## src/design/cvr_pkg.sv

```systemverilog
// shared types, constants and lookup tables for the circular cordic
// no dependencies
package cvr_pkg;

  // field and datapath widths
  localparam int FW    = 16;  // width of every input and result field
  localparam int GUARD = 14;  // guard fraction bits in vectoring
  localparam int XW    = 32;  // x and y datapath width
  localparam int AW    = 18;  // angle accumulator width
  localparam int GW    = 17;  // gain factor width, signed
  localparam int PW    = XW + GW;  // product width
  localparam int OSH   = 30;  // output scaling shift

  // command codes
  localparam logic CMD_VECTOR = 1'b0;
  localparam logic CMD_ROTATE = 1'b1;

  // angle and rotation constants
  localparam logic signed [FW-1:0] QUARTER_ANG = 16'sd16384;
  localparam logic signed [AW-1:0] QUARTER_ACC = 18'sd16384;
  localparam logic signed [XW-1:0] ROT_ONE     = 32'sd268435456;

  // one beat moving down the row of cells
  typedef struct packed {
    logic                 vld;
    logic                 rot;
    logic signed [XW-1:0] x;
    logic signed [XW-1:0] y;
    logic signed [AW-1:0] acc;
    logic signed [FW-1:0] ang;
  } cvr_beat_t;

  // arctangent of two to minus index, binary angle
  function automatic logic [FW-1:0] cvr_atan(input logic [4:0] idx);
    logic [FW-1:0] v;
    unique case (idx)
      5'd0:    v = 16'd8192;
      5'd1:    v = 16'd4836;
      5'd2:    v = 16'd2555;
      5'd3:    v = 16'd1297;
      5'd4:    v = 16'd651;
      5'd5:    v = 16'd326;
      5'd6:    v = 16'd163;
      5'd7:    v = 16'd81;
      5'd8:    v = 16'd41;
      5'd9:    v = 16'd20;
      5'd10:   v = 16'd10;
      5'd11:   v = 16'd5;
      5'd12:   v = 16'd3;
      5'd13:   v = 16'd1;
      5'd14:   v = 16'd1;
      default: v = 16'd0;
    endcase
    return v;
  endfunction

  // inverse cordic gain for stages zero through n, scaled by 65536
  function automatic logic [FW-1:0] cvr_gain(input logic [3:0] n);
    logic [FW-1:0] v;
    unique case (n)
      4'd0:    v = 16'd46341;
      4'd1:    v = 16'd41449;
      4'd2:    v = 16'd40211;
      4'd3:    v = 16'd39901;
      4'd4:    v = 16'd39823;
      4'd5:    v = 16'd39803;
      4'd6:    v = 16'd39799;
      default: v = 16'd39797;
    endcase
    return v;
  endfunction

endpackage

```

## src/design/cvr_prerot.sv

```systemverilog
// entry register of the cordic row: fixed-point setup and quadrant pre-rotation
// depends on cvr_pkg
module cvr_prerot import cvr_pkg::*; (
  input  logic                 clk_i,
  input  logic                 rst_ni,
  input  logic                 take_i,
  input  logic                 command_i,
  input  logic signed [FW-1:0] x_in_i,
  input  logic signed [FW-1:0] y_in_i,
  input  logic signed [FW-1:0] angle_in_i,
  output cvr_beat_t            beat_o
);

  cvr_beat_t            beat_d, beat_q;
  logic signed [XW-1:0] xe, ye;

  // scale inputs up by the guard bits
  assign xe = {{(XW-FW-GUARD){x_in_i[FW-1]}}, x_in_i, {GUARD{1'b0}}};
  assign ye = {{(XW-FW-GUARD){y_in_i[FW-1]}}, y_in_i, {GUARD{1'b0}}};

  // starting point per command
  always_comb begin
    beat_d     = '0;
    beat_d.vld = take_i;
    beat_d.rot = command_i;
    beat_d.ang = angle_in_i;
    if (command_i == CMD_VECTOR) begin
      beat_d.x   = xe;
      beat_d.y   = ye;
      beat_d.acc = '0;
      // left half plane: turn into the right half, zero q takes +90
      if (x_in_i[FW-1]) begin
        if (!y_in_i[FW-1] && (y_in_i != '0)) begin
          beat_d.x   = ye;
          beat_d.y   = -xe;
          beat_d.acc = -QUARTER_ACC;
        end else begin
          beat_d.x   = -ye;
          beat_d.y   = xe;
          beat_d.acc = QUARTER_ACC;
        end
      end
    end else begin
      priority if (angle_in_i > QUARTER_ANG) begin
        beat_d.x   = '0;
        beat_d.y   = ROT_ONE;
        beat_d.acc = QUARTER_ACC;
      end else if (angle_in_i < -QUARTER_ANG) begin
        beat_d.x   = '0;
        beat_d.y   = -ROT_ONE;
        beat_d.acc = -QUARTER_ACC;
      end else begin
        beat_d.x   = ROT_ONE;
        beat_d.y   = '0;
        beat_d.acc = '0;
      end
    end
  end

  always_ff @(posedge clk_i or negedge rst_ni) begin
    if (!rst_ni) begin
      beat_q <= '0;
    end else begin
      beat_q <= beat_d;
    end
  end

  assign beat_o = beat_q;

endmodule

```

## config.mk

```make
export PLATFORM = sky130hd
export DESIGN_NAME = cvr_prerot
export DESIGN_NICKNAME = d
export VERILOG_FILES = /design/src/design/cvr_pkg.sv /design/src/design/cvr_prerot.sv
export SDC_FILE = /design/constraint.sdc
export NUM_CORES = 1
export LEC_CHECK = 0
export BUFFER_PORTS_ARGS = -buffer_cell sky130_fd_sc_hd__clkbuf_2
export CORE_AREA = 2 2 89 91
export DETAILED_ROUTE_END_ITERATION = 10
export DIE_AREA = 0 0 91 93
export PLACE_DENSITY = 0.71
export SLEW_MARGIN = 10
export SYNTH_ARGS = -nofsm -noshare
export SYNTH_HDL_FRONTEND = slang
export SYNTH_SLANG_ARGS = --single-unit
```

## constraint.sdc

```tcl
create_clock -name clk_i -period 0.8 [get_ports clk_i]
set_input_delay 0.04 -clock clk_i [delete_from_list [all_inputs] [get_ports clk_i]]
set_output_delay 0.04 -clock clk_i [all_outputs]
set_load 0.005 [all_outputs]
```

Word-level counts from Yosys, hierarchy flattened
Index checks and enable logic that the tools add are counted.
{"block": "totals", "reg_bits": 100, "input_bits": 52, "output_inout_bits": 100}
{"block": "classes", "addsub": 2, "magnitude_cmp": 2, "n_mux": 5, "reduce_logical": 3}
{"cell": "$mux W82", "n": 3}
{"cell": "$mux W79", "n": 2}
{"cell": "$neg A30 Y32", "n": 2}
{"cell": "$gt A16 B16 Y1 const B", "n": 1}
{"cell": "$lt A16 B15 Y1 const B", "n": 1}
{"cell": "$reduce_bool A16 Y1", "n": 1}
{"cell": "$logic_and A1 B1 Y1", "n": 1}
{"cell": "$logic_not A1 Y1", "n": 1}

Logic depth before layout (Yosys ltp)
{"block": "logic_depth", "word_depth": 5, "ltp_mapped": 9, "mapped_depth_nobuf": 7}

Worst setup path after synthesis
OpenSTA, ideal clock, no wires.
{"block": "synth_path", "path_type": "input-to-reg", "from": "in y_in_i[0]", "to": "reg beat_q (netlist bit beat_o[86])", "arrival_time_ns": 1.761, "required_time_ns": 0.706, "slack_ns": -1.055, "cell_stages": 9, "cell_sequence": "inv_1 > ha_1 > or4b_2 > nor4_4 > buf_4 > buf_8 > o32ai_1 > xor2_1 > a211oi_1"}
{"item": "start: declaration", "line_no": "cvr_prerot.sv:9", "rtl": "input logic signed [FW-1:0] y_in_i,"}
{"item": "end signal: assignment", "line_no": "cvr_prerot.sv:64", "rtl": "beat_q <= beat_d;"}
{"item": "end: declaration", "line_no": "cvr_prerot.sv:14", "rtl": "cvr_beat_t beat_d, beat_q;"}

==> impl_metrics.json <==
{
  "pre_cts_ws_ns": -1.168,
  "ys.warnings.count": 0,
  "ios": 152,
  "fin_hold_ws_ns": 0.08584,
  "pwr_density_cell_nw_per_um2": 1379,
  "cap_violations": 0,
  "netlist_instances": 294,
  "wl_per_cell_um": 14.89,
  "htreeDepth": 2,
  "syn_to_final_growth_pct": 51.76,
  "finalHoldViolations": 0,
  "dp_cells": 550,
  "synth_edf_count": 0,
  "ys_ff_latch": 56,
  "syn_area_um2": 2957,
  "path_class": "in2reg",
  "core_um2": 7527,
  "fin_crit_sh_pct": 209.0,
  "fin_cells": 579,
  "fill_cells": 629,
  "avgSynthCellArea_um2": 10.06,
  "yosysSeqAreaShare_pct": 47.40,
  "crit_required_ns": 1.02,
  "utilization_pct": 59.61,
  "nets": 530,
  "holdPathStages": 2,
  "routed_wl_um": 8623,
  "place.gp.congestion": 0.8319,
  "hpwl_um": 5989,
  "first_iter_violations": 142,
  "drv_slew": 0,
  "cts-buffers-inserted": 5,
  "dieArea_um2": 8463,
  "worst_slack_ns": -0.8717,
  "clock-sinks": 56,
  "startpoint_type": "input port",
  "hp-class": "in2reg",
  "min_to": "beat_o[98]",
  "viasPerCell": 4.924,
  "diodes": 0,
  "drc": 0,
  "port_buffers": 109,
  "grt_pass1_wl_um": 13100,
  "rsz0062_at_grt": "yes",
  "routed-via-count": 2851,
  "cts_tree": "built",
  "end_kind": "flip-flop",
  "final_antenna_net_count": 0,
  "ir_drop_v": 0.0007506,
  "yosys.area.top_type": "dfrtp_1",
  "cp_max_fo": 6,
  "ys.flop_type": "dfrtp_1",
  "synth_cell_types": 37,
  "arrival_ns": 1.89,
  "min_from": "command_i",
  "initial_core_util_pct": 39.28,
  "synthArstFlopShare_pct": 100.0,
  "violations": "setup timing",
  "fmax_mhz": 598.2,
  "synth_top_area_share_pct": 47.40,
  "cts.path.max_buffers": 2,
  "num_rows": 32,
  "die_w_um": 91,
  "cts_root_buf": "clkbuf_8",
  "antenna_found_initial": 0,
  "p_leak_nw": 2.171,
  "status": "finished with violations",
  "die_h_um": 93,
  "grt_start_max_net_pins": 57,
  "yosys-top-cells-area": "dfrtp_1 47%, buf_4 11%, a211oi_1 7.9%",
  "grtUsageTotal_pct": 19.35,
  "grt.overflow.total": 0,
  "fin_crit_ns": 1.672,
  "firstDrtPassIters": 5,
  "grt_pass1_vias": 2668,
  "layout-drive-gt1-share_pct": 48.22,
  "clk_pin_slew_ns": 0.11,
  "setup_violations": 91,
  "largest_reg_flops": 56
}
[power by group]
group          internal, W  switching [W]
clock network     0.000625       0.000969
logic             0.000742       0.000787
registers          0.00301      0.0000536
[cell type report]
class,instances,area [µm²],share of cell area [%]
well taps,102,127.6,2.844
clock buffers,5,68.82,1.534
inverters,5,36.28,0.8087
flip-flops and latches,56,1401,31.23
clock inverters,3,21.27,0.4741
repair buffers,192,1292,28.81
multi-input cells,216,1539,34.30
[cells in the mapped netlist (2+ instances only)]
cell / number
buf_4: 45
or2_2: 2
clkbuf_1: 11
xnor2_1: 14
o32ai_1: 2
dfrtp_1: 56
o31ai_1: 3
nor4_1: 9
nor3_1: 16
o21ai_0: 9
nor2_1: 36
a211oi_1: 31
xor2_1: 8
or4_1: 5
inv_1: 5
nand2_1: 6
a311oi_1: 5
ha_1: 2
nor2b_1: 3
or3_1: 6
mux2i_1: 4
[critical path: stages]
cell      delay, ns
buf_6          0.09
or4_4          0.58
nor4_4         0.35
buf_4          0.18
nor2_4         0.05
or3_1          0.35
a311oi_2       0.25
[layout by cell type (no fill, tap or decap), types with 3 or more instances in the layout]
| cell type | instances |
|---|---|
| clkbuf_2 | 105 |
| buf_4 | 59 |
| dfrtp_1 | 56 |
| conb_1 | 43 |
| nor2_1 | 35 |
| a211oi_1 | 18 |
| dlygate4sd3_1 | 18 |
| xnor2_1 | 14 |
| nor3_1 | 13 |
| a211oi_2 | 13 |
| nor4_1 | 8 |
| buf_6 | 7 |
| xor2_1 | 6 |
| clkbuf_8 | 5 |
| or3_4 | 4 |
| nand2_1 | 4 |
| o21ai_0 | 4 |
| or4_1 | 4 |
| mux2i_1 | 4 |
| nor2b_1 | 3 |
| a311oi_2 | 3 |
| inv_1 | 3 |
[logic make-up after synthesis]
group | count (synthesis) | synth area share (%)
multiplexers | 4 | 1.354
XOR/XNOR | 22 | 6.517
adder cells (fa/ha/maj) | 2 | 0.8462
other | 1 | 0.1268
AO/OA/AOI/OAI | 56 | 13.75
flip-flops | 56 | 47.40
AND/OR/NAND/NOR | 89 | 15.74
buffers and inverters | 64 | 14.26
[layer usage]
layer	track usage, %	part of all wire, %
met3	3.304	6.5
met1	23.30	38
met2	35.25	53
met5	0	0
met4	6.187	2.3
[metrics by stage]
step / setup TNS, ns / area [µm²] / power (W)
6_report: -23.63 / 4487 / 0.006188
5_1_grt: -27.49 / 4487 / 0.006496
4_1_cts: -23.64 / 4329 / 0.006130
3_5_place_dp: -33.87 / 3930 / 0.004440
3_3_place_gp: -32.82 / 3930 / 0.004406
2_1_floorplan: -23.68 / 3176 / 0.003798
[worst max-delay path by stage]
stage / start / endpoint / slack, ns / depth (start not counted)
after floorplan: y_in_i[6] / beat_o[86] / -0.93 / 7
after global placement: y_in_i[0] / beat_o[86] / -1.09 / 9
after detailed placement: y_in_i[0] / beat_o[83] / -1.17 / 8
after CTS: y_in_i[6] / beat_o[91] / -0.79 / 7
after global routing: y_in_i[6] / beat_o[83] / -0.93 / 7
final: y_in_i[6] / beat_o[87] / -0.87 / 7
[timing repair]
action / in CTS / in global routing
hold buffers: 18 / 0
endpoints found under the setup margin: 91 / 91
gates resized for setup: 23 / 32
buffers inserted: 2 / 2
hold endpoints to repair: 73 / 0
pin swaps: 8 / 13
No activity file was read; power rests on OpenSTA's default activity.
