`src/design/cvr_pkg.sv`:
```
// shared types, constants and lookup tables for the circular cordic
// no dependencies
package cvr_pkg;

  // field and datapath widths
  localparam int FW    = 16;  // width of every input and result field
  localparam int GUARD = 14;  // guard fraction bits in vectoring
  localparam int XW    = 32;  // x and y datapath width
  localparam int AW    = 18;  // angle accumulator width
  localparam int GW    = 17;  // gain factor width, signed
  localparam int PW    = XW + GW;  // product width
  localparam int OSH   = 30;  // output scaling shift

  // command codes
  localparam logic CMD_VECTOR = 1'b0;
  localparam logic CMD_ROTATE = 1'b1;

  // angle and rotation constants
  localparam logic signed [FW-1:0] QUARTER_ANG = 16'sd16384;
  localparam logic signed [AW-1:0] QUARTER_ACC = 18'sd16384;
  localparam logic signed [XW-1:0] ROT_ONE     = 32'sd268435456;

  // one beat moving down the row of cells
  typedef struct packed {
    logic                 vld;
    logic                 rot;
    logic signed [XW-1:0] x;
    logic signed [XW-1:0] y;
    logic signed [AW-1:0] acc;
    logic signed [FW-1:0] ang;
  } cvr_beat_t;

  // arctangent of two to minus index, binary angle
  function automatic logic [FW-1:0] cvr_atan(input logic [4:0] idx);
    logic [FW-1:0] v;
    unique case (idx)
      5'd0:    v = 16'd8192;
      5'd1:    v = 16'd4836;
      5'd2:    v = 16'd2555;
      5'd3:    v = 16'd1297;
      5'd4:    v = 16'd651;
      5'd5:    v = 16'd326;
      5'd6:    v = 16'd163;
      5'd7:    v = 16'd81;
      5'd8:    v = 16'd41;
      5'd9:    v = 16'd20;
      5'd10:   v = 16'd10;
      5'd11:   v = 16'd5;
      5'd12:   v = 16'd3;
      5'd13:   v = 16'd1;
      5'd14:   v = 16'd1;
      default: v = 16'd0;
    endcase
    return v;
  endfunction

  // inverse cordic gain for stages zero through n, scaled by 65536
  function automatic logic [FW-1:0] cvr_gain(input logic [3:0] n);
    logic [FW-1:0] v;
    unique case (n)
      4'd0:    v = 16'd46341;
      4'd1:    v = 16'd41449;
      4'd2:    v = 16'd40211;
      4'd3:    v = 16'd39901;
      4'd4:    v = 16'd39823;
      4'd5:    v = 16'd39803;
      4'd6:    v = 16'd39799;
      default: v = 16'd39797;
    endcase
    return v;
  endfunction

endpackage

```
`src/design/cvr_scale.sv`:
```
// gain correction, rounding, saturation and result registers
// depends on cvr_pkg
module cvr_scale import cvr_pkg::*; (
  input  logic                 clk_i,
  input  logic                 rst_ni,
  input  logic [3:0]           n_i,
  input  cvr_beat_t            beat_i,
  output logic                 done_o,
  output logic        [FW-1:0] magnitude_o,
  output logic signed [FW-1:0] phase_out_o,
  output logic signed [FW-1:0] cosine_o,
  output logic signed [FW-1:0] sine_o
);

  localparam int RW = PW - OSH;
  localparam logic signed [PW-1:0] Rnd     = 49'sd536870912;
  localparam logic signed [RW-1:0] MagMax  = 19'sd46341;
  localparam logic signed [RW-1:0] TrigMax = 19'sd16384;
  localparam logic signed [AW-1:0] PhMax   = 18'sd32767;
  localparam logic signed [AW-1:0] PhMin   = -18'sd32768;

  logic signed [GW-1:0] gain;
  logic signed [PW-1:0] px_d, py_d, px_q, py_q, sx, sy;
  logic signed [AW-1:0] acc_q, ph;
  logic                 vld_q, rot_q;
  logic signed [RW-1:0] rx, ry;
  logic        [FW-1:0] mag_d;
  logic signed [FW-1:0] ph_d, cos_d, sin_d;

  // multiply by the inverse gain
  assign gain = $signed({1'b0, cvr_gain(n_i)});
  assign px_d = PW'(beat_i.x) * PW'(gain);
  assign py_d = PW'(beat_i.y) * PW'(gain);

  always_ff @(posedge clk_i or negedge rst_ni) begin
    if (!rst_ni) begin
      vld_q <= 1'b0;
    end else begin
      vld_q <= beat_i.vld;
    end
  end

  always_ff @(posedge clk_i) begin
    px_q  <= px_d;
    py_q  <= py_d;
    acc_q <= beat_i.acc;
    rot_q <= beat_i.rot;
  end

  // round half up and drop the scaling bits
  assign sx = px_q + Rnd;
  assign sy = py_q + Rnd;
  assign rx = $signed(sx[PW-1:OSH]);
  assign ry = $signed(sy[PW-1:OSH]);
  assign ph = -acc_q;

  // saturate and zero the fields the command does not use
  always_comb begin
    mag_d = '0;
    ph_d  = '0;
    cos_d = '0;
    sin_d = '0;
    if (rot_q == CMD_VECTOR) begin
      priority if (rx[RW-1])   mag_d = '0;
      else if (rx > MagMax)    mag_d = FW'(MagMax);
      else                     mag_d = rx[FW-1:0];
      priority if (ph > PhMax) ph_d = FW'(PhMax);
      else if (ph < PhMin)     ph_d = FW'(PhMin);
      else                     ph_d = ph[FW-1:0];
    end else begin
      priority if (rx > TrigMax) cos_d = FW'(TrigMax);
      else if (rx < -TrigMax)    cos_d = FW'(-TrigMax);
      else                       cos_d = rx[FW-1:0];
      priority if (ry > TrigMax) sin_d = FW'(TrigMax);
      else if (ry < -TrigMax)    sin_d = FW'(-TrigMax);
      else                       sin_d = ry[FW-1:0];
    end
  end

  // result beat registers
  always_ff @(posedge clk_i or negedge rst_ni) begin
    if (!rst_ni) begin
      done_o <= 1'b0;
    end else begin
      done_o <= vld_q;
    end
  end

  always_ff @(posedge clk_i) begin
    magnitude_o <= mag_d;
    phase_out_o <= ph_d;
    cosine_o    <= cos_d;
    sine_o      <= sin_d;
  end

  // only one command's pair of fields is ever nonzero
  a_one_pair: assert property (@(posedge clk_i) disable iff (!rst_ni)
    done_o |-> ((magnitude_o == '0) && (phase_out_o == '0)) ||
               ((cosine_o == '0) && (sine_o == '0)))
    else $error("cvr_scale: both result pairs nonzero");

  a_mag_range: assert property (@(posedge clk_i) disable iff (!rst_ni)
    done_o |-> (magnitude_o <= 16'd46341))
    else $error("cvr_scale: magnitude out of range");

  a_trig_range: assert property (@(posedge clk_i) disable iff (!rst_ni)
    done_o |-> (cosine_o <= 16'sd16384) && (cosine_o >= -16'sd16384) &&
               (sine_o <= 16'sd16384) && (sine_o >= -16'sd16384))
    else $error("cvr_scale: cosine or sine out of range");

endmodule

```
`config.mk`:
```
export PLATFORM = sky130hd
export DESIGN_NAME = cvr_scale
export DESIGN_NICKNAME = d
export VERILOG_FILES = /design/src/design/cvr_pkg.sv /design/src/design/cvr_scale.sv
export SDC_FILE = /design/constraint.sdc
export NUM_CORES = 2
export LEC_CHECK = 0
export BUFFER_PORTS_ARGS = -buffer_cell sky130_fd_sc_hd__buf_2
export CAP_MARGIN = 30
export CELL_PAD_IN_SITES_DETAIL_PLACEMENT = 1
export CELL_PAD_IN_SITES_GLOBAL_PLACEMENT = 1
export CORE_ASPECT_RATIO = 1.1
export CORE_UTILIZATION = 40
export CTS_CLUSTER_SIZE = 14
export DETAILED_ROUTE_END_ITERATION = 12
export PLACE_DENSITY_LB_ADDON = 0.1
export SLEW_MARGIN = 20
export SYNTH_ARGS = -nofsm -noshare
export SYNTH_HDL_FRONTEND = slang
export SYNTH_SLANG_ARGS = --single-unit
```
`constraint.sdc`:
```
create_clock -name clk_i -period 5 [get_ports clk_i]
set_clock_uncertainty 0.2 [all_clocks]
set_input_delay 0.5 -clock clk_i [delete_from_list [all_inputs] [get_ports clk_i]]
set_output_delay 0.5 -clock clk_i [all_outputs]
set_load 0.005 [all_outputs]
```
== After elaboration in Yosys (flattened, before gate mapping) ==
Index checks and enable logic that the tools add are counted.

* $add $sub $neg: 3
* Multipliers: 2
* Magnitude comparators: 7
* Eq/ne operators: 6
* Muxes and demuxes: 8
* Bitwise gates (word level): 1
* Reduce and logical (&&, ||, !) cells: 8

{| class="wikitable"
|+ Operators with widths
! cell !! number
|-
| adder 49 x 31 -> 49 bit, second input constant || 2
|-
| multiplier 32 x 17 -> 49 bit || 2
|-
| case mux 14 bit (7 select lines) || 1
|-
| two-way mux 16 bit || 4
|-
| two-way mux 15 bit || 3
|-
| > comparator 19 x 16 -> 1 bit, second input constant || 2
|-
| less-than comparator 19 x 15 -> 1 bit, second input constant || 2
|-
| > comparator 19 x 17 -> 1 bit, second input constant || 1
|-
| > comparator 18 x 16 -> 1 bit, second input constant || 1
|-
| less-than comparator 18 x 16 -> 1 bit, second input constant || 1
|-
| negator 18 bit || 1
|-
| == test 4 x 3 -> 1 bit, second input constant || 3
|-
| OR reduction 3 bit || 3
|-
| == test 4 x 2 -> 1 bit, second input constant || 2
|-
| OR reduction 2 bit || 4
|-
| == test 4 x 1 -> 1 bit, second input constant || 1
|-
| logical NOT 4 bit || 1
|-
| inverter 1 bit || 1
|}

* Flip-flop bits (word level): 183
* Bits of input ports: 106
* Output and inout bits: 65
* Logic and storage cells: 51

== Depth between registers and ports, before layout ==
* Depth after elaboration: 4
* Mapped depth: 28
* Gate-level depth less buffers: 26

== Least setup slack after synthesis ==
OpenSTA, ideal clock, no wires.

* Path kind: input port to flip-flop
* From: input port n_i[2]
* To: register py_q[39]
* Library setup time: 0.079 ns
* Data arrival time: 7.087 ns
* Data required time: 4.721 ns
* Setup slack: -2.367 ns
* Cell stages on the path: 27
* Path buffers: 3
* Cells stage by stage: clkbuf_1 > nor2_1 > a21oi_1 > or2_2 > clkbuf_1 > clkbuf_1 > and2_1 > fa_1 > inv_1 > fa_1 > fa_1 > inv_1 > fa_1 > fa_1 > inv_1 > fa_1 > inv_1 > ha_1 > and4_1 > a211o_1 > a221o_1 > a31o_2 > o21ai_1 > a21o_1 > a2111oi_0 > or4_1 > o211ai_1

* Longest elaborated chain between the ends: 3
* Elaborated cells between the ends (all ways): 9
* Those cells by class: 1 x mul; 6 x eq/ne; 1 x mux; 1 x reduce/logical

{| class="wikitable"
|+ RTL lines
! element !! RTL line !! RTL
|-
| from (decl) || cvr_scale.sv:6 || <nowiki>input logic [3:0] n_i,</nowiki>
|-
| == test 4 x 3 -> 1 bit, or another cell as far along || cvr_pkg.sv:60 || <nowiki>unique case (n)</nowiki>
|-
| case mux 14 bit (7 select lines) * || cvr_pkg.sv:60 ||
|-
| multiplier 32 x 17 -> 49 bit * || cvr_scale.sv:33 || <nowiki>assign py_d = PW'(beat_i.y) * PW'(gain);</nowiki>
|-
| net py_d[39] || cvr_scale.sv:23 || <nowiki>logic signed [PW-1:0] px_d, py_d, px_q, py_q, sx, sy;</nowiki>
|-
| to (signal assigned) || cvr_scale.sv:45 || <nowiki>py_q <= py_d;</nowiki>
|-
| to (decl) || cvr_scale.sv:23 ||
|}

The timed path passes the listed nets; every way through them passes the cells marked *.
A chain may end at the register's enable or synchronous reset.

== Final worst setup path ==
* From: input port n_i[1]
* To: register px_q[38]

* Longest elaborated chain between the ends: 3
* Elaborated cells between the ends (all ways): 9
* Those cells by class: 1 x mul; 6 x eq/ne; 1 x mux; 1 x reduce/logical

{| class="wikitable"
|+ RTL lines
! element !! RTL line !! RTL
|-
| == test 4 x 3 -> 1 bit, or another cell as far along || cvr_pkg.sv:60 ||
|-
| case mux 14 bit (7 select lines) * || cvr_pkg.sv:60 ||
|-
| multiplier 32 x 17 -> 49 bit * || cvr_scale.sv:32 || <nowiki>assign px_d = PW'(beat_i.x) * PW'(gain);</nowiki>
|-
| net px_d[38] || cvr_scale.sv:23 ||
|-
| to (signal assigned) || cvr_scale.sv:44 || <nowiki>px_q <= px_d;</nowiki>
|-
| to (decl) || cvr_scale.sv:23 ||
|}

Marks and branches as above.

==> results.toml <==
[yosys]
post-synth-top-count-cell = "inv_1"
synthMuxAreaShare_pct = 0.125
ys_warn_count = 0
synth-simple-area-share_pct = 13.4
synth_top_family_by_area = "adder cells"
syn-cell-area_um2 = 36200
syn_inst = 4056
yosysSeqAreaShare_pct = 6.95
yosys_most_used_dff = "dfxtp_1"
synth_cell_types = 85
ys_seq_elements = 125
synthXorXnorAreaFrac_pct = 2.25
synth_area_per_cell_um2 = 8.91
yosys-top-cells-count = "1,214 x inv_1, 908 x fa_1, 576 x nand2_1, 231 x ha_1, 155 x nor2_1"
synth_top_area_share_pct = 50.3
syn_nets = 5301
synth.largest_area_cell = "fa_1"
synthArstFlopShare_pct = 1.60
synth-edff-count = 0
yosys.area_share.adder_pct = 58.3
synth.top_cells.by_area = "fa_1 50%, inv_1 13%, ha_1 8.0%"
synth_compound_area_share_pct = 4.59

[placement]
dp_hpwl_um = 97400
place.gp.congestion = 0.843
dpl-instance-area_um2 = 42400
numPortBuffers = 154
pre_cts_slack_ns = -2.86

[worst_setup_path]
max_stage_delay_ns = 0.59
crit_required_ns = 5.11
critPathArrivalTime_ns = 6.97
slowest_stage = "fa_1"
path_class = "in -> reg"
crit_path_start = "n_i[1]"
end_kind = "register"
cp-start-kind = "input port"
r2r_start = "px_q[31]"
worst_path_most_repeated_cell = "fa_1"
cp_max_fo = 5

[timing]
finalSetupViolations = 40
slew_viol_final = 0
period_share_pct = 137
fin_ws_ns = -1.86
period_minus_slack_ns = 6.86
rsz0062_at_grt = "yes"
fmax_mhz = 146
relSlewSlack_pct = 48.5
finalHoldViolCount = 0
finalSetupTns_ns = -67.86
tightest_slew_ns = 0.772

[clock_tree]
cts_tree = "done"
clk_latency_ns = 0.43
cts.sinks = 125
clk_pin_slew_ns = 0.07
htreeDepth = 4
cts_root_buffer = "clkbuf_16"
numCtsBuffers = 17
clockBufferDepth = 2

[final_layout]
stdcell_area_um2 = 45600
final_core_util_pct = 50.9
syn_to_final_growth_pct = 26.0
drive_gt1_share_pct = 23.5
finalNetCount = 5938

[floorplan]
io_pins = 171
core_um2 = 89500
fp.dieW_um = 289
start_util_pct = 40.4
die-height_um = 317
fp-row-count = 115
die_area_um2 = 91600

[min_path]
hold_path.class = "in -> async"

[detailed_routing]
firstDrtPassIters = 5
dr_total_vias = 28500
wl_um = 114000
drt-vias-per-instance = 4.85
wire_per_inst_um = 19.4
ant_nets = 0
drtIter0Drc = 1029
drc = 0

[global_routing]
grt_pass1_wl_um = 181000
grt_max_degree = 32
overflow = 0
first_global_vias = 33300
antenna_found_initial = 3
grt_usage_pct = 25.9

[status]
violations = "negative setup slack"
status = "finished, violations left"

[flow_run]
drv_cap = 0
-- metrics by stage --
stage	std cells	hold slack (ns)
2_1_floorplan	4056	0.00441
3_3_place_gp	5760	0.0854
3_5_place_dp	5760	0.0875
4_1_cts	5854	0.157
5_1_grt	5877	0.179
6_report	5877	0.189
-- cell usage in the layout, fill, tap and decap left out, types with 38 or more instances in the layout --
cell / netlist / routed
xnor2_1: 59 / 57
nor2_1: 155 / 141
nor3_1: 96 / 48
buf_4: 2 / 530
inv_1: 1214 / 1175
fa_1: 908 / 868
a21oi_1: 68 / 41
dfxtp_1: 123 / 123
ha_1: 231 / 200
nand2_1: 576 / 565
fa_2: 0 / 40
buf_6: 2 / 42
inv_2: 0 / 38
and2_1: 111 / 104
buf_2: 4 / 150
a21o_1: 44 / 42
-- state kept, by name, indices dropped and copies added (netlist names) --
name,cells
px_q,20
py_q,20
acc_q,18
cosine_o,16
magnitude_o,16
phase_out_o,16
sine_o,16
done_o,1
rot_q,1
vld_q,1
-- worst max-delay path, delay by kind of cell --
| kind | cells | cell delay [ns] |
|---|---|---|
| adders and majority gates | 7 | 3.34 |
| AOI/OAI and AO/OA | 8 | 1.32 |
| buffers and inverters | 9 | 1.07 |
| and+or+nand+nor | 5 | 0.70 |
-- routing by layer --
metal | vias up | GRT usage (%) | part of all wire (%)
li1 | 13000 | - | -
met5 | - | 0 | 0.011
met3 | 133 | 2.93 | 3.6
met1 | 14900 | 33.6 | 43
met2 | 455 | 45.9 | 51
met4 | 2 | 6.41 | 2.4
-- what timing repair did --
item                                    in CTS  in global routing
gates cloned                                 6                  1
hold buffers                                21                  0
gates resized for setup                    213                171
hold endpoints to repair                    22                  0
setup buffers                               41                 27
endpoints found under the setup margin      40                 40
pin swaps                                   81                135
-- worst paths after layout --
path,endpoint,slack [ns],cells past startpoint
setup / recovery,px_q[38],-1.86,29
max in group asynchronous,done_o,4.31,2
hold reg to reg,done_o,0.19,0
setup reg to reg,cosine_o[13],1.53,9
hold / removal,vld_q,0.19,2
min in group clk_i,done_o,0.19,0
-- cell families (layout without fill, tap and decap cells) --
family | count (synthesis) | in the layout
AOI/OAI and AO/OA | 241 | 241
buffers and inverters | 1383 | 2033
muxes | 4 | 4
and+or+nand+nor | 1072 | 1072
DFF | 125 | 125
xor gates and xnor gates | 92 | 92
other | 0 | 1
adders and majority gates | 1139 | 1139
-- final cells by class --
type / count / area, um^2
flip-flops and latches: 125 / 2510
clock buffers: 17 / 425
diodes: 1 / 2.50
inverters: 1214 / 4560
clock inverters: 15 / 165
repair buffers: 787 / 6320
multi-input cells: 2548 / 30100
fillers: 10400 / 43900
well taps: 1170 / 1460
Power is left out: the tool's default activity adds up to more than one toggle a clock period on the data nets, which glitch-free logic cannot reach.
