File: src/design/cvr_pkg.sv
// shared types, constants and lookup tables for the circular cordic
// no dependencies
package cvr_pkg;

  // field and datapath widths
  localparam int FW    = 16;  // width of every input and result field
  localparam int GUARD = 14;  // guard fraction bits in vectoring
  localparam int XW    = 32;  // x and y datapath width
  localparam int AW    = 18;  // angle accumulator width
  localparam int GW    = 17;  // gain factor width, signed
  localparam int PW    = XW + GW;  // product width
  localparam int OSH   = 30;  // output scaling shift

  // command codes
  localparam logic CMD_VECTOR = 1'b0;
  localparam logic CMD_ROTATE = 1'b1;

  // angle and rotation constants
  localparam logic signed [FW-1:0] QUARTER_ANG = 16'sd16384;
  localparam logic signed [AW-1:0] QUARTER_ACC = 18'sd16384;
  localparam logic signed [XW-1:0] ROT_ONE     = 32'sd268435456;

  // one beat moving down the row of cells
  typedef struct packed {
    logic                 vld;
    logic                 rot;
    logic signed [XW-1:0] x;
    logic signed [XW-1:0] y;
    logic signed [AW-1:0] acc;
    logic signed [FW-1:0] ang;
  } cvr_beat_t;

  // arctangent of two to minus index, binary angle
  function automatic logic [FW-1:0] cvr_atan(input logic [4:0] idx);
    logic [FW-1:0] v;
    unique case (idx)
      5'd0:    v = 16'd8192;
      5'd1:    v = 16'd4836;
      5'd2:    v = 16'd2555;
      5'd3:    v = 16'd1297;
      5'd4:    v = 16'd651;
      5'd5:    v = 16'd326;
      5'd6:    v = 16'd163;
      5'd7:    v = 16'd81;
      5'd8:    v = 16'd41;
      5'd9:    v = 16'd20;
      5'd10:   v = 16'd10;
      5'd11:   v = 16'd5;
      5'd12:   v = 16'd3;
      5'd13:   v = 16'd1;
      5'd14:   v = 16'd1;
      default: v = 16'd0;
    endcase
    return v;
  endfunction

  // inverse cordic gain for stages zero through n, scaled by 65536
  function automatic logic [FW-1:0] cvr_gain(input logic [3:0] n);
    logic [FW-1:0] v;
    unique case (n)
      4'd0:    v = 16'd46341;
      4'd1:    v = 16'd41449;
      4'd2:    v = 16'd40211;
      4'd3:    v = 16'd39901;
      4'd4:    v = 16'd39823;
      4'd5:    v = 16'd39803;
      4'd6:    v = 16'd39799;
      default: v = 16'd39797;
    endcase
    return v;
  endfunction

endpackage

File: src/design/cvr_cell.sv
// one cordic micro-rotation cell with a fixed shift, registered output
// depends on cvr_pkg
module cvr_cell import cvr_pkg::*; #(
  parameter int IDX = 0
) (
  input  logic      clk_i,
  input  logic      rst_ni,
  input  logic [3:0] n_i,
  input  cvr_beat_t beat_i,
  output cvr_beat_t beat_o
);

  localparam logic [4:0]          IdxC = 5'(IDX);
  localparam logic signed [AW-1:0] AtanC = {{(AW-FW){1'b0}}, cvr_atan(IdxC)};

  cvr_beat_t            beat_d, beat_q;
  logic signed [XW-1:0] xs, ys;
  logic        [AW:0]   diff;
  logic                 en, neg;

  assign en   = (IdxC <= {1'b0, n_i});
  assign xs   = beat_i.x >>> IDX;
  assign ys   = beat_i.y >>> IDX;
  assign diff = {{(AW+1-FW){beat_i.ang[FW-1]}}, beat_i.ang} -
                {beat_i.acc[AW-1], beat_i.acc};

  // rotation follows the residual angle, vectoring drives y toward zero
  assign neg = beat_i.rot ? diff[AW] : !beat_i.y[XW-1];

  // micro-rotation, or pass-through past the last stage
  always_comb begin
    beat_d = beat_i;
    if (en) begin
      if (neg) begin
        beat_d.x   = beat_i.x + ys;
        beat_d.y   = beat_i.y - xs;
        beat_d.acc = beat_i.acc - AtanC;
      end else begin
        beat_d.x   = beat_i.x - ys;
        beat_d.y   = beat_i.y + xs;
        beat_d.acc = beat_i.acc + AtanC;
      end
    end
  end

  always_ff @(posedge clk_i or negedge rst_ni) begin
    if (!rst_ni) begin
      beat_q <= '0;
    end else begin
      beat_q <= beat_d;
    end
  end

  assign beat_o = beat_q;

endmodule

File: config.mk
export PLATFORM = sky130hd
export DESIGN_NAME = cvr_cell
export DESIGN_NICKNAME = d
export VERILOG_FILES = /design/src/design/cvr_pkg.sv /design/src/design/cvr_cell.sv
export SDC_FILE = /design/constraint.sdc
export NUM_CORES = 1
export LEC_CHECK = 0
export CORE_AREA = 4 4 160 162
export CTS_CLUSTER_SIZE = 8
export DETAILED_ROUTE_END_ITERATION = 12
export DIE_AREA = 0 0 164 166
export DONT_BUFFER_PORTS = 1
export SETUP_SLACK_MARGIN = 0.1
export SLEW_MARGIN = 20
export SYNTH_ARGS = -nofsm -noshare
export SYNTH_HDL_FRONTEND = slang
export SYNTH_SLANG_ARGS = --single-unit
File: constraint.sdc
create_clock -name clk_i -period 1.3 [get_ports clk_i]
set_clock_uncertainty 0.15 [all_clocks]
set_input_delay 0.26 -clock clk_i [delete_from_list [all_inputs] [get_ports clk_i]]
set_output_delay 0.26 -clock clk_i [all_outputs]
set_load 0.01 [all_outputs]
; ---- Yosys cells after proc, flatten, opt, wreduce, memory -nomap -nowiden
; Cells that the tools add are included.
[totals]
output_inout_bits = 100
rom_bits = 0
mem_count = 0
latchBits = 0
elab_cells = 15
ff_bits = 100
inputBits = 106
ram_bits = 0
[op_classes]
eq_ne = 0
bitwise_logic = 0
n_shift = 0
n_mux = 2
div = 0
add_sub_neg = 6
order_cmp = 0
n_reduce_logical = 1
multipliers = 0
[op_table]
columns = cell, count
row1 = 82-bit 2-to-1 mux, 1
row2 = 32-bit subtractor, 2
row3 = 32-bit adder, 1
row4 = 16-bit by 18-bit subtractor with 19-bit output, 1
row5 = "18-bit by 15-bit adder with 18-bit output, second input constant", 1
row6 = "18-bit by 15-bit subtractor with 18-bit output, second input constant", 1
row7 = 1-bit zero test, 1
row8 = 1-bit 2-to-1 mux, 1

; ---- Longest topological paths before layout
; Gate-level depths: netlist (run 1).
[logic_depth]
word_depth = 3
mapped_depth = 15
ltp_nobuf = 13

; ---- Worst setup path before layout (run 1)
; Ideal clock, no wire load.
[synth_timing]
kind = input-to-reg
from = input beat_i[29] in the netlist's numbering
to = register beat_q (netlist bit beat_o[33])
setup_time_ns = 0.080
t_required_ns = 1.070
path_slack_ns = -2.033
path_stages = 14
path_buffers = 2
arrival_ns = 3.103
path_cell_list = inv_1 > ha_1 > a21o_1 > a2111oi_0 > o21ai_0 > mux2_2 > mux2i_1 > clkbuf_1 > buf_2 > ha_1 > a21o_1 > a21oi_1 > xnor2_1 > xnor2_1
[synth_rtl]
columns = element, line
row1 = from (decl), cvr_cell.sv:9  ; input cvr_beat_t beat_i,
row2 = to (signal assigned), cvr_cell.sv:50  ; beat_q <= beat_d;
row3 = to (decl), cvr_cell.sv:16  ; cvr_beat_t beat_d, beat_q;

==> flow_metrics.tcl, run 1 <==
set metrics [dict create \
    irDropWorstVdd_v 0.0006104 \
    clockBufferDepth 2 \
    cts_root_buf "clkbuf_16" \
    holdBufCountCts 33 \
    synth_area_leaders "dfrtp_1, ha_1, a21oi_1, xnor2_1, inv_1" \
    wl_per_cell_um 19.89 \
    synth.distinct_cells 64 \
    synth_top_area_share_pct 29.55 \
    crit_path_max_incr_delay_ps 400 \
    crit_required_ps 1390 \
    status "finished, violations left" \
    internal_power_uw 8500 \
    drt_iter0_drc 575 \
    ys.flop_type "dfrtp_1" \
    period_minus_slack_ps 2758 \
    rsz0062_at_grt "true" \
    cp-start-kind "input port" \
    row_count 57 \
    comb_power_share_pct 45.3 \
    setup_viol_count_final 66 \
    m1WireLength_um 13140 \
    slew_headroom_pct 54.89 \
    synthCells 974 \
    hold_viol 100 \
    cp_slowest_cell "a211o_1" \
    ant_nets 0 \
    clock_power_share_pct 22.0 \
    async_flop_share_pct 100.0 \
    synth-edff-count 0 \
    cts_tree "done" \
    avgSynthCellArea_um2 8.608 \
    synth-seq-cells 99 \
    h-tree-depth 3 \
    crit_top_cell "a221oi_4" \
    vias 8575 \
    largest_register_ffs 99 \
    hold_class "input port to asynchronous set/reset pin" \
    dr_wl_met2_um 15930 \
    start_util_pct 34.78 \
    grt_first_pass_wirelength_um 49280 \
    gp_congestion 0.9499 \
    cp_max_fo 4 \
    placed_cell_area_um2 11020 \
    dieArea_um2 27220 \
    criticalPathCategory "input port to flop" \
    numClockSinks 99 \
    p_per_area_nw_per_um2 1006 \
    synth_most_common_cell "ha_1" \
    cts_buffers 9 \
    path_clk_slew_ps 100 \
    hpwl_um 23720 \
    min_period_over_period_pct 212.1 \
    syn-cell-area_um2 8384 \
    finalNetCount 1526 \
    hold_slack_ps -567.9 \
    final.setup.tns_ps -77950 \
    chipWidth_um 164 \
    die_h_um 166 \
    p_leak_uw 0.006288 \
    ys_seq_area_share_pct 29.55 \
    p_sw_share_pct 37.24 \
    power_frac_seq_pct 32.8 \
    totalWireLength_um 32460 \
    max-cap-violations 0 \
    failed_checks "negative hold slack, negative setup slack" \
    portBuffers 0 \
    maxSlewViolCount 0 \
    route.detailed.drc 0 \
    grt_max_degree 100 \
    core_area_um2 24110 \
    arrival_ps 2850 \
    antenna_found_initial 0 \
    path_cells "clkinvlp_4 -> buf_6 -> fa_2 -> or2_4 -> a221oi_4 -> o2111ai_2 -> a211o_1 -> a31oi_4 -> a221oi_4 -> o31ai_4 -> a22oi_2 -> xor2_1" \
    first_global_vias 8849 \
    fillers 2074 \
    p_switching_uw 5042 \
    layout_setup_ws_ps -1458 \
    crit_family "compound AO/OA/AOI/OAI gates" \
    max_freq_mhz 362.6 \
    synth_fp_nets 1197 \
    endpoint_kind "flop" \
    io_pins 206 \
    fin_util_pct 55.84 \
    crit_buf_inv 2 \
    drtPass1Iterations 5 \
    fin_area_um2 13460 \
    routed.top_layer "met4" \
    synth_top_area_cell "dfrtp_1" \
    route.met3.wl_um 2356 \
    yosys_warnings 0 \
    via_per_inst 5.254 \
    grt_usage_pct 22.79 \
    grt_overflow 0 \
    antenna_cells 0 \
    area_growth_pct 60.56 \
    drive_above_1_share_pct 41.74 \
    yosys-top-cells-count "ha_1, inv_1, dfrtp_1" \
    tightest_slew_ps 671.0 \
]
[per-layer routing]
metal / global-route usage (%) / vias to the layer above
met2: 39.67 / 358
li1: - / 4038
met5: 0 / -
met1: 28.20 / 4112
met4: 7.367 / 0
met3: 4.393 / 67
[cell families (layout without fill, tap and decap cells)]
kind of cell / count (synthesis) / count (layout) / synth area share, %
compound gates: 288 / 288 / 22.44
xor+xnor: 66 / 66 / 6.895
fa+ha+maj: 117 / 117 / 17.82
buf+inv: 151 / 485 / 7.133
flops: 99 / 99 / 29.55
mux: 24 / 24 / 2.880
simple gates: 229 / 229 / 13.28
[per-stage QoR]
step / worst slack (ps) / cells / hold WS [ps] / power [uW]
floorplan: -1547 / 974 / -185.6 / 7008
global placement: -1895 / 1525 / -182.7 / 8993
detailed placement: -1910 / 1525 / -182.6 / 9025
CTS: -1379 / 1610 / -574.0 / 13010
global route: -1584 / 1632 / -574.6 / 14170
finish: -1458 / 1632 / -567.9 / 13540
[layout make-up]
class                           instances  area [um2]  area share (%)
Clock inverter                          7       96.34          0.7157
Clock buffer                            9       225.2           1.673
Tap cell                              324       405.4           3.011
Sequential cell                        99        2484           18.45
Timing Repair Buffer                  356        3208           23.83
Multi-Input combinational cell        724        6574           48.83
Inverter                              113       469.2           3.485
[cells in the final DEF (no fill, tap or decap), types with 7 or more instances in the layout]
master / n
ha_4: 27
nand2b_1: 11
clkbuf_16: 10
a21oi_2: 24
xnor2_2: 13
buf_12: 7
nand2_1: 31
dlygate4sd3_1: 33
buf_6: 22
o211ai_1: 10
buf_16: 11
a21o_1: 30
inv_2: 12
nor3_1: 15
ha_1: 84
o31ai_1: 8
inv_1: 90
o21bai_1: 16
o21ai_0: 21
dfrtp_1: 94
a21oi_1: 66
o21ai_1: 13
mux2i_4: 7
mux2i_1: 14
o21ai_2: 13
buf_4: 276
xor2_1: 15
nand3_1: 9
xnor2_1: 38
nand4_1: 9
nor2_1: 73
nor2b_1: 10
[how the worst max path moves through the flow]
stage,from,to,cells after the start
floorplan,beat_i[27],beat_o[33],15
global placement,beat_i[35],beat_o[62],13
detailed placement,beat_i[35],beat_o[62],13
CTS,beat_i[35],beat_o[64],12
global route,beat_i[35],beat_o[64],12
finish,beat_i[35],beat_o[64],12
[power groups by stage]
stage	logic, uW	clock network [uW]	registers (uW)
global placement	4470	0	4520
global route	6540	3130	4500
finish	6130	2980	4440
CTS	5520	3020	4470
floorplan	2710	0	4300
detailed placement	4500	0	4520
[repair_timing]
item                                    in CTS  in global routing
endpoints found under the setup margin      92                101
gates resized for setup                    176                 82
hold endpoints to repair                   133                100
buffers inserted                            29                 22
gates cloned                                 9                  1
pin swaps                                   96                 71
(Power assumes the default switching activity.)
==> run 2, diff against run 1 <==
--- a/config.mk
+++ b/config.mk
@@ -5,10 +5,11 @@
 export SDC_FILE = /design/constraint.sdc
 export NUM_CORES = 1
 export LEC_CHECK = 0
-export CORE_AREA = 4 4 160 162
+export ABC_CLOCK_PERIOD_IN_PS = 1300
+export CORE_AREA = 4 4 135 137
 export CTS_CLUSTER_SIZE = 8
 export DETAILED_ROUTE_END_ITERATION = 12
-export DIE_AREA = 0 0 164 166
+export DIE_AREA = 0 0 139 141
 export DONT_BUFFER_PORTS = 1
 export SETUP_SLACK_MARGIN = 0.1
 export SLEW_MARGIN = 20
==> run 2 against run 1 <==
The run still ends with negative hold slack, negative setup slack left. Worst setup slack improved by 54 ps. Global-route usage increased by 7.8 points. Sequential cell count unchanged.
==> flow_metrics.tcl, run 2 (synthesis gave the netlist of run 1 again) <==
set metrics [dict create \
    maxSlewViolCount 0 \
    holdBufCountCts 33 \
    setup_viol_count_final 66 \
    mostFrequentLayoutCells "buf_4, dfrtp_1, inv_1, ha_1, a21oi_1" \
    totalWireLength_um 32260 \
    criticalPathCategory "input port to flop" \
    crit_path_max_incr_delay_ps 420 \
    numClockSinks 99 \
    core_area_um2 17060 \
    p_sw_share_pct 37.43 \
    die_h_um 141 \
    row_count 48 \
    grt_overflow 0 \
    io_pins 206 \
    arrival_ps 2780 \
    endpoint_kind "flop" \
    gp_congestion 0.9947 \
    antenna_cells 0 \
    finalNetCount 1509 \
    path_cells "clkinvlp_4 -> fa_2 -> or2_4 -> a221oi_4 -> o2111ai_2 -> a211o_1 -> a31oi_4 -> a221oi_4 -> o31ai_4 -> a22oi_1 -> xor2_1" \
    max_freq_mhz 369.9 \
    clock_power_share_pct 20.3 \
    cp-start-kind "input port" \
    antenna_found_initial 0 \
    power_frac_seq_pct 33.9 \
    crit_required_ps 1380 \
    cts_buffers 9 \
    hold_class "input port to asynchronous set/reset pin" \
    fillers 1166 \
    status "finished, violations left" \
    portBuffers 0 \
    cp_slowest_cell "fa_2" \
    largest_register_ffs 99 \
    layout_setup_ws_ps -1404 \
    wl_per_cell_um 21.28 \
    hpwl_um 22680 \
    p_switching_uw 4905 \
    route.detailed.drc 0 \
    slew_headroom_pct 62.77 \
    comb_power_share_pct 45.8 \
    internal_power_uw 8200 \
    via_per_inst 5.657 \
    drt_iter0_drc 647 \
    tightest_slew_ps 552.6 \
    irDropWorstVdd_v 0.0006970 \
    vias 8576 \
    final_common_cell "buf_4" \
    rsz0062_at_grt "true" \
    hold_viol 100 \
    h-tree-depth 3 \
    start_util_pct 49.16 \
    grt_usage_pct 30.59 \
    power_uw 13100 \
    p_per_area_nw_per_um2 997.2 \
    failed_checks "negative hold slack, negative setup slack" \
    p_leak_uw 0.006127 \
    max-cap-violations 0 \
    cts_root_buf "clkbuf_16" \
    ant_nets 0 \
    min_period_over_period_pct 208.0 \
    clockBufferDepth 2 \
    cts_tree "done" \
    period_minus_slack_ps 2704 \
    grt_max_degree 100 \
    drive_above_1_share_pct 41.52 \
    hold_slack_ps -560.4 \
    chipWidth_um 139 \
    dieArea_um2 19600 \
    crit_top_cell "a221oi_4" \
    cp_max_fo 4 \
    area_growth_pct 56.74 \
    drtPass1Iterations 5 \
    grt_first_pass_wirelength_um 47920 \
    first_global_vias 8765 \
    path_clk_slew_ps 80 \
]
## run 2: final cells by class
type | instances | area [um2] | share of cell area [%]
Clock buffer | 12 | 246.5 | 1.876
Clock inverter | 4 | 33.78 | 0.2571
Inverter | 113 | 496.7 | 3.780
Multi-Input combinational cell | 724 | 6634 | 50.48
Sequential cell | 99 | 2482 | 18.89
Tap cell | 225 | 281.5 | 2.142
Timing Repair Buffer | 339 | 2967 | 22.57
## run 2: worst max path at each step
stage                     startpoint         end  slack (ps)  cells past startpoint
after floorplan           beat_i[27]  beat_o[33]       -1550                     15
after global placement    beat_i[36]  beat_o[61]       -1930                     14
after detailed placement  beat_i[36]  beat_o[61]       -1950                     14
after CTS                 beat_i[35]  beat_o[54]       -1370                     11
after global routing      beat_i[35]  beat_o[54]       -1460                     11
final                     beat_i[35]  beat_o[96]       -1400                     11
## run 2: what timing repair did
action                                 CTS  global route
endpoints found under the hold margin  133           100
buffers inserted                        21             8
setup endpoints to repair               77            89
gates cloned                             7             0
gates resized for setup                170           106
pin swaps                               90            71
## run 2: stage by stage
step	cell area, um2	utilization (%)	setup TNS [ps]	instances	setup WS (ps)
5_1_grt	13140	77.05	-80910	1516	-1462
3_3_place_gp	10940	64.11	-104370	1433	-1933
3_5_place_dp	10940	64.11	-107350	1433	-1951
4_1_cts	12590	73.81	-73480	1509	-1367
2_1_floorplan	8815	-	-77900	974	-1547
6_report	13140	77.05	-76740	1516	-1404
## run 2: layer usage
layer  vias up  share of wire [%]  global-route usage [%]
met5         -                  0                       0
met4         0                3.1                   9.681
met3        66                6.7                   5.461
met2       395                 50                   53.75
met1      4112                 40                   38.34
li1       4003                  -                       -
## run 2: worst max-delay path, delay by kind of cell
family                   cells  cell delay (ps)
buffers and inverters        1              100
XOR/XNOR                     1              170
AO/OA/AOI/OAI                7             1570
AND/OR/NAND/NOR              1              260
adder cells (fa/ha/maj)      1              420
## run 2: power groups by stage
stage | Clock (uW) | Sequential (uW) | Combinational [uW]
finish | 2660 | 4440 | 6010
global route | 2810 | 4490 | 6370
CTS | 2660 | 4440 | 5370
detailed placement | 0 | 4500 | 4460
global placement | 0 | 4480 | 4430
floorplan | 0 | 4300 | 2710
==> run 3, diff against run 2 <==
--- a/config.mk
+++ b/config.mk
@@ -5,11 +5,12 @@
 export SDC_FILE = /design/constraint.sdc
 export NUM_CORES = 1
 export LEC_CHECK = 0
+export ABC_AREA = 1
 export ABC_CLOCK_PERIOD_IN_PS = 1300
-export CORE_AREA = 4 4 135 137
+export CORE_AREA = 4 4 149 151
 export CTS_CLUSTER_SIZE = 8
 export DETAILED_ROUTE_END_ITERATION = 12
-export DIE_AREA = 0 0 139 141
+export DIE_AREA = 0 0 153 155
 export DONT_BUFFER_PORTS = 1
 export SETUP_SLACK_MARGIN = 0.1
 export SLEW_MARGIN = 20
==> run 3 against run 2 <==
The flow still finishes with violations (negative hold slack, negative setup slack). Synthesized area rose by 23%. Sequential share of layout area fell by 1.2 points. Maximum frequency rose by 27%. Sequential cell count did not move. Worst hold slack got worse by 1.3 ps. Count of clock-buffer cells in the layout fell by 3. Die area rose by 21%. Sequential power fell by 5.2%. Synthesized cell count rose by 67%. Worst setup slack improved by 580 ps. Cell count rose by 41%.
==> flow_metrics.tcl, run 3 <==
set metrics [dict create \
    fin_util_pct 67.28 \
    layout_setup_ws_ps -822.0 \
    antenna_found_initial 0 \
    busiest_layer "met2" \
    synth_top_area_share_pct 24.01 \
    wl_per_cell_um 17.82 \
    ys.flop_type "dfrtp_1" \
    portBuffers 0 \
    mostFrequentLayoutCells "nand2_1, inv_1, buf_4, dfrtp_1, nor2_1" \
    synth_fp_nets 1853 \
    route.detailed.drc 0 \
    synth.distinct_cells 32 \
    io_pins 206 \
    grt_overflow 0 \
    hpwl_um 29730 \
    hold_viol 100 \
    crit_required_ps 1400 \
    grt_use_met3_pct 4.590 \
    path_cells "inv_2 -> ha_1 -> nand2_2 -> nor2_2 -> nand2_2 -> nor2_2 -> nand2_2 -> nand4_1 -> nand3_2 -> nand2_4 -> inv_6 -> fa_2 -> nand3_2 -> nand2_2 -> xor2_1 -> inv_1 -> nand3_1 -> nand2_1 -> inv_1" \
    crit_buf_inv 4 \
    period_minus_slack_ps 2122 \
    crit_family "simple AND/OR/NAND/NOR gates" \
    grt_usage_pct 31.52 \
    cts_buffers 9 \
    cp_max_fo 5 \
    grt_first_pass_wirelength_um 59370 \
    fin_area_um2 14010 \
    row_count 53 \
    cp_slowest_cell "fa_2" \
    criticalPathCategory "input port to flop" \
    via_per_inst 5.181 \
    vias 11056 \
    async_flop_share_pct 100.0 \
    start_util_pct 49.55 \
    antenna_cells 0 \
    arrival_ps 2220 \
    drive_above_1_share_pct 27.70 \
    max-cap-violations 0 \
    crit_path_max_incr_delay_ps 360 \
    fillers 1854 \
    power_uw 12980 \
    rsz0062_at_grt "true" \
    ant_nets 0 \
    synth-edff-count 0 \
    placed_cell_area_um2 12580 \
    largest_register_ffs 99 \
    numClockSinks 99 \
    synth_most_common_cell "nand2_1" \
    crit_top_cell "nand2_2" \
    synth_area_leaders "dfrtp_1, nand2_1, ha_1, inv_1, a21oi_1" \
    path_clk_slew_ps 80 \
    totalWireLength_um 38020 \
    finalNetCount 2077 \
    slew_headroom_pct 73.06 \
    avgSynthCellArea_um2 6.330 \
    maxSlewViolCount 0 \
    endpoint_kind "flop" \
    p_per_area_nw_per_um2 926.5 \
    dieArea_um2 23720 \
    setup_viol_count_final 66 \
    tightest_slew_ps 399.9 \
    area_growth_pct 35.79 \
    drtPass1Iterations 6 \
    core_area_um2 20820 \
    chipWidth_um 153 \
    cp-start-kind "input port" \
    hold_class "input port to asynchronous set/reset pin" \
    h-tree-depth 3 \
    yosys_warnings 0 \
    p_leak_uw 0.007635 \
    synthCells 1630 \
    syn-cell-area_um2 10320 \
    ys_seq_area_share_pct 24.01 \
    met1_usage_pct 42.97 \
    die_h_um 155 \
    final_common_cell "nand2_1" \
    first_global_vias 11087 \
    yosys-top-cells-count "nand2_1, inv_1, nor2_1" \
    hold_slack_ps -561.8 \
    synth_top_area_cell "dfrtp_1" \
    cts_tree "done" \
    failed_checks "negative hold slack, negative setup slack" \
    irDropWorstVdd_v 0.0005960 \
    gp_congestion 0.9458 \
    holdBufCountCts 34 \
    synth-seq-cells 99 \
    cts_root_buf "clkbuf_16" \
    max_freq_mhz 471.3 \
    status "finished, violations left" \
    drt_iter0_drc 802 \
    grt_max_degree 100 \
    met2_usage_pct 52.94 \
    min_period_over_period_pct 163.2 \
    clockBufferDepth 2 \
]
run 3: changes by cell type after synthesis, moves of 13 or more:
cell,previous run,this run
clkbuf_1,16,2
nor3_1,21,6
xnor2_1,51,3
nand2_1,37,589
o21ai_2,0,31
nor2_1,82,116
inv_1,111,291
nand3_1,12,77
nand4_1,9,22
nor2b_1,15,0
a21o_1,30,2
mux2i_1,23,0
xor2_1,15,47
run 3: worst paths after layout:
path,start,end,slack [ps],depth (start not counted)
min in group clk_i,beat_i[30],beat_o[30],-50,1
hold / removal,rst_ni,beat_o[64],-560,0
max in group asynchronous,rst_ni,beat_o[34],1400,0
setup / recovery,beat_i[26],beat_o[33],-820,19
run 3: area by class of cell:
type                       count  area [um2]  share of cell area, %
clock buffer                   9       225.2                  1.608
clock inverter                 7       75.07                 0.5359
inverter                     292        1162                  8.297
multi-input combinational   1195        7512                  53.62
sequential                    99        2482                  17.72
tap                          275       344.1                  2.456
timing repair buffer         257        2208                  15.76
run 3: logic make-up after synthesis:
kind of cell,after synthesis,synth area share (%)
AND/OR/NAND/NOR,830,32.36
AO/OA/AOI/OAI,198,11.36
adder cells (fa/ha/maj),117,14.48
buffers and inverters,336,13.55
flip-flops,99,24.01
XOR/XNOR,50,4.244
run 3: repair_timing:
| action | 4_1_cts | 5_1_grt |
|---|---|---|
| gates cloned | 5 | 0 |
| gates resized for setup | 93 | 61 |
| pin swaps | 34 | 12 |
| buffers inserted | 7 | 6 |
| setup endpoints to repair | 82 | 90 |
| hold endpoints to repair | 134 | 100 |
run 3: per-layer routing:
layer	share of wire, %	vias up
met5	0	-
met4	2.4	0
met3	7.4	60
met2	46	400
met1	44	5165
li1	-	5431
run 3: metrics by stage:
stage                     TNS [ps]  instances  hold slack [ps]  worst slack [ps]
after floorplan             -38270       1630           -185.6             -1192
after global placement      -62690       2068           -183.4             -1200
after detailed placement    -65570       2068           -183.3             -1250
after CTS                   -32420       2129           -568.9            -741.6
after global routing        -42010       2134           -569.9            -953.8
final                       -37320       2134           -561.8            -822.0
run 3: report_power, final:
group	total [uW]	leakage, uW	switching [uW]	internal, uW
combinational	5950	0.00632	3360	2590
sequential	4210	0.00117	584	3630
clock	2810	0.000144	1300	1510
total	13000	0.00763	5250	7730
